File: config.mk
export PLATFORM = sky130hd
export DESIGN_NAME = rkba_div
export DESIGN_NICKNAME = d
export VERILOG_FILES = /design/src/rtl/rkba_pkg.sv /design/src/rtl/rkba_div.sv
export SDC_FILE = /design/constraint.sdc
export NUM_CORES = 1
export LEC_CHECK = 0
export BUFFER_PORTS_ARGS = -buffer_cell sky130_fd_sc_hd__buf_2
export CAP_MARGIN = 5
export CELL_PAD_IN_SITES_DETAIL_PLACEMENT = 2
export CELL_PAD_IN_SITES_GLOBAL_PLACEMENT = 2
export CORE_MARGIN = 8
export CORE_UTILIZATION = 41
export DETAILED_ROUTE_END_ITERATION = 8
export GPL_ROUTABILITY_DRIVEN = 0
export GPL_TIMING_DRIVEN = 1
export PLACE_DENSITY_LB_ADDON = 0.2
export RECOVER_POWER = 100
export REMOVE_ABC_BUFFERS = 1
export SLEW_MARGIN = 20
export SYNTH_ARGS = -nofsm -noshare
export SYNTH_HDL_FRONTEND = slang
export SYNTH_SLANG_ARGS = --single-unit
File: constraint.sdc
create_clock -name clk_i -period 10.42 [get_ports clk_i]
set_input_delay 1.042 -clock clk_i [delete_from_list [all_inputs] [get_ports clk_i]]
set_output_delay 1.042 -clock clk_i [all_outputs]
set_load 0.01 [all_outputs]
File: src/rtl/rkba_pkg.sv
// Shared types and constants for the radial k-bin averaging block.
// No dependencies; imported by every module of the block.
`default_nettype none

package rkba_pkg;

  // Fixed geometry limits and field widths
  localparam int unsigned NumBins = 32;
  localparam int unsigned NpixMax = 256;
  localparam int unsigned DimsMax = 3;
  localparam int unsigned EdgeW   = 32;
  localparam int unsigned SampleW = 32;
  localparam int unsigned SumW    = 56;
  localparam int unsigned CntW    = 25;
  localparam int unsigned AvgW    = 32;
  localparam int unsigned FoldW   = 8;
  localparam int unsigned SqW     = 16;
  localparam int unsigned ProdW   = SqW + 32;
  localparam int unsigned K2W     = 48;

  // Configuration register indexes
  typedef enum logic [2:0] {
    REG_NUM_DIMS = 3'd0,
    REG_NPIX_A   = 3'd1,
    REG_NPIX_B   = 3'd2,
    REG_NPIX_C   = 3'd3,
    REG_KF_A     = 3'd4,
    REG_KF_B     = 3'd5,
    REG_KF_C     = 3'd6,
    REG_NUM_BINS = 3'd7
  } reg_idx_e;

  // Sequencer states
  typedef enum logic [2:0] {
    ST_IDLE,
    ST_SQUARE,
    ST_SCALE,
    ST_SUM,
    ST_ACCUM,
    ST_DIV_GO,
    ST_DIV_WAIT,
    ST_CLEAR
  } state_e;

  // Broadcast control for the row of bin cells
  typedef struct packed {
    logic                      acc;
    logic                      shift;
    logic                      clear;
    logic                      dbl;
    logic signed [SampleW-1:0] sample;
    logic [K2W-1:0]            k2;
  } cell_ctrl_t;

endpackage

`default_nettype wire

File: src/rtl/rkba_div.sv
// Bit-serial rounded divider: signed sum over count, saturated to Q16.16.
// Depends on rkba_pkg; one quotient bit per cycle.
`default_nettype none

module rkba_div import rkba_pkg::*; (
  input  wire logic            clk_i,
  input  wire logic            rst_ni,
  input  wire logic            start_i,
  input  wire logic [SumW-1:0] sum_i,
  input  wire logic [CntW-1:0] cnt_i,
  output logic                 done_o,
  output logic      [AvgW-1:0] avg_o
);

  localparam int unsigned DvdW  = SumW + 1;
  localparam int unsigned IterW = $clog2(DvdW);

  logic             busy_q, done_q;
  logic [IterW-1:0] iter_q;
  logic             neg_q, zero_q;
  logic [CntW-1:0]  cnt_q, rem_q;
  logic [DvdW-1:0]  dvd_q, quo_q;
  logic [SumW-1:0]  mag;
  logic [CntW:0]    trial;
  logic             ge;

  // Magnitude plus half the divisor gives round-half-away
  assign mag   = sum_i[SumW-1] ? (~sum_i + 1'b1) : sum_i;
  assign trial = {rem_q, dvd_q[DvdW-1]};
  assign ge    = trial >= {1'b0, cnt_q};

  always_ff @(posedge clk_i or negedge rst_ni) begin
    if (!rst_ni) begin
      busy_q <= 1'b0;
      done_q <= 1'b0;
      iter_q <= '0;
    end else if (start_i) begin
      busy_q <= 1'b1;
      done_q <= 1'b0;
      iter_q <= IterW'(DvdW - 1);
    end else if (busy_q) begin
      iter_q <= iter_q - 1'b1;
      if (iter_q == '0) begin
        busy_q <= 1'b0;
        done_q <= 1'b1;
      end
    end
  end

  // Shift in one dividend bit and subtract where it fits
  always_ff @(posedge clk_i) begin
    if (start_i) begin
      neg_q  <= sum_i[SumW-1];
      zero_q <= (cnt_i == '0);
      cnt_q  <= cnt_i;
      rem_q  <= '0;
      quo_q  <= '0;
      dvd_q  <= {1'b0, mag} + {{(DvdW-CntW+1){1'b0}}, cnt_i[CntW-1:1]};
    end else if (busy_q) begin
      rem_q  <= ge ? CntW'(trial - {1'b0, cnt_q}) : CntW'(trial);
      quo_q  <= {quo_q[DvdW-2:0], ge};
      dvd_q  <= {dvd_q[DvdW-2:0], 1'b0};
    end
  end

  // Saturate and restore the sign
  always_comb begin
    if (zero_q) begin
      avg_o = '0;
    end else if (neg_q) begin
      if ((|quo_q[DvdW-1:AvgW]) || (quo_q[AvgW-1] && (|quo_q[AvgW-2:0]))) begin
        avg_o = {1'b1, {(AvgW-1){1'b0}}};
      end else begin
        avg_o = ~quo_q[AvgW-1:0] + 1'b1;
      end
    end else if (|quo_q[DvdW-1:AvgW-1]) begin
      avg_o = {1'b0, {(AvgW-1){1'b1}}};
    end else begin
      avg_o = quo_q[AvgW-1:0];
    end
  end

  assign done_o = done_q;

endmodule

`default_nettype wire

==> flow_summary.ini <==
[status]
status = finished, violations left
violations = max-capacitance violations, max-slew violations

[logic_synthesis]
synthCells = 1420
ys_seq_area_frac = 0.3447
synth.most_common_cell = nor2_1
synth_area_leaders = edfxtp_1 20%, dfxtp_1 13%, ha_1 5.6%
synth_area_sq_um = 12660
ys_async_sr_fraction = 0.04598
synth_top_area_cell = edfxtp_1
synth_edf_count = 84
ys_top_cells_by_count = 174 x nor2_1, 100 x nand2_1, 84 x edfxtp_1
synth_ff_type = edfxtp_1
yosysWarnings = 0
syn_avg_cell_area_sq_um = 8.917
synth_top_area_frac = 0.1992
ys_types = 94
ys_ff_latch = 174

[cts]
cts_setup_buffers = 0
cts_sinks = 174
htreeDepth = 4
clk_pin_slew_ns = 0.08
cts_tree = yes
worstSkewPairLatency_ns = 0.45
ctsResizeCount = 0
clockBufferDepth = 2
root_buffer = clkbuf_16
cts_hold_buf = 0
numCtsBuffers = 17

[critical_path]
crit_path_end_kind = register
path_class = primary input to register
arrival_ns = 7.77
crit_slowest_cell = clkbuf_1
rrSetupSlack_ns = 5.90
max_stage_delay_ns = 1.60
crit_top_cell = a31oi_1
path_cells = buf_2 > clkbuf_1 > inv_1 > a31oi_1 > xor2_1 > ha_1 > a2111oi_0 > o21ai_0 > a31oi_1 > o31ai_1 > a31oi_1 > o31a_1 > nor3_1 > and3_1 > o31ai_1
start_kind = primary input
cp_max_fo = 48
cp.required_ns = 10.65
reg2regPathDepth = 3
r2r_start = busy_q
r2r-end = dvd_q[0]

[route]
ant_nets = 0
drt_iter0_markers = 531
post_drt_wl_per_cell_um = 22.99
finalWirelength_um = 43700
dr_total_vias = 11580
firstDrtPassIters = 4
drc = 0
vias_per_cell = 6.090

[global_route]
overflow = 0
grt_pass1_wl_um = 70260
antenna_found_initial = 0
grt_use_met3 = 0.03431
gr-usage-met2 = 0.4233
grt_pass1_vias = 12810
met1_usage = 0.2929
grt_busiest_layer = met2
grt_usage = 0.2376
grt_max_degree = 63

[final_layout]
antennaDiodeCount = 0
nets = 1635
syn2layout_area_growth_pct = 9.842
drive_gt1_frac = 0.1103

[sta]
finalSetupViolCount = 0
maxSlewHeadroom = -1.338
skew_ns = 0.01176
tightest_slew_ns = 3.507
fin_crit_ns = 7.544
tns_ns = 0
setup_slack_ns = 2.876
rsz0062_at_grt = false
fmax_ghz = 0.1326
holdWs_ns = 0.5084
slew_violations = 273
min_period_over_period = 0.7240
hold_viol = 0

[floorplan]
rows = 64
ioPinCount = 117
coreArea_sq_um = 30510
fp.dieH_um = 191.7
start_util = 0.4150
dieArea_sq_um = 36760
die_w_um = 191.7

[power_and_ir_drop]
ir_worst_vdd_v = 0.0001274
p_leak_nw = 5.614
power_density_nw_per_um2 = 134.1

[hold_path]
hp-class = primary input to async pin

[job]
maxCapViolCount = 5

[place]
hpwl_um = 31560
dp_slack_ns = 4.400
portBuffers = 116
## stage by stage
| step | util | instances | power, mW | instance area, sq um |
|---|---|---|---|---|
| detailed placement | 0.4429 | 1869 | 1.230 | 13510 |
| global route | 0.4559 | 1901 | 1.946 | 13910 |
| CTS | 0.4613 | 1901 | 1.881 | 14070 |
| finish | 0.4559 | 1901 | 1.866 | 13910 |
| floorplan | - | 1348 | 1.077 | 12360 |
| global placement | 0.4429 | 1869 | 1.202 | 13510 |
## layout by cell type (no fill, tap or decap), drive strengths merged, types with 7 or more instances in the layout
cell type,netlist,layout
o21bai,7,7
xnor2,70,70
nor2b,12,12
o41ai,10,10
nor3,46,46
clkbuf,54,81
nand2,100,100
or4,16,16
or3,25,25
o31a,9,9
o22ai,9,9
nor4,41,41
nand2b,15,15
edfxtp,84,84
a21oi,80,80
ha,57,57
nor2,176,176
a211oi,20,20
a41oi,8,8
a21o,19,19
dfxtp,82,82
dfrtp,8,8
inv,55,65
o21ai,57,57
mux2i,69,69
nand3,20,20
mux2,41,41
and3,7,7
buf,18,63
xor2,41,41
a31oi,16,16
nand4,17,17
o31ai,21,21
a311oi,24,24
## worst max-delay path by stage
stage | startpoint | end | slack [ns] | depth (start not counted)
floorplan | sum_i[11] | dvd_q[51] | 5.41 | 15
detailed placement | sum_i[55] | dvd_q[41] | 4.40 | 15
finish | sum_i[55] | dvd_q[42] | 2.88 | 15
CTS | quo_q[0] | avg_o[3] | 4.71 | 12
global placement | sum_i[55] | dvd_q[41] | 4.72 | 15
global route | sum_i[55] | dvd_q[42] | 2.41 | 15
## cells by family (layout without fill, tap and decap cells)
logic type / Yosys count / count (layout) / share of synthesized area
simple gates: 516 / 516 / 0.2135
xor+xnor: 111 / 111 / 0.07678
mux: 110 / 110 / 0.09130
flops: 174 / 174 / 0.3447
compound gates: 322 / 322 / 0.1734
fa+ha+maj: 59 / 59 / 0.05949
buf+inv: 128 / 213 / 0.04081
## critical path, delay by kind of cell
family	cells	cell delay, ns
compound gates	8	3.17
xor+xnor	1	0.12
fa+ha+maj	1	0.23
buf+inv	3	2.72
simple gates	2	0.45
## state kept, by name, indices dropped and copies added (netlist names)
name,flops
dvd_q,57
quo_q,57
zero_q,1
rem_q,25
iter_q,6
done_o,1
busy_q,1
cnt_q,25
neg_q,1
## area by class of cell
type	instances	area (sq um)
Clock inverter	13	120.1
Fill cell	3418	16600
Inverter	56	210.2
Tap cell	396	495.5
Multi-Input combinational cell	1118	7711
Timing Repair Buffer	125	560.5
Clock buffer	19	442.9
Sequential cell	174	4368
## metal layers
metal	vias up	share of wire	wire [um]
li1	5422	-	-
met1	5891	0.44	19280
met2	203	0.51	22270
met3	61	0.030	1307
met4	0	0.019	844
met5	-	0	0
## where the power goes
part	leakage [nW]	switching [mW]	internal, mW
registers	1.62	0.0246	0.793
logic	3.71	0.246	0.159
clock network	0.283	0.320	0.323
Power figures use the tool's default switching activity.
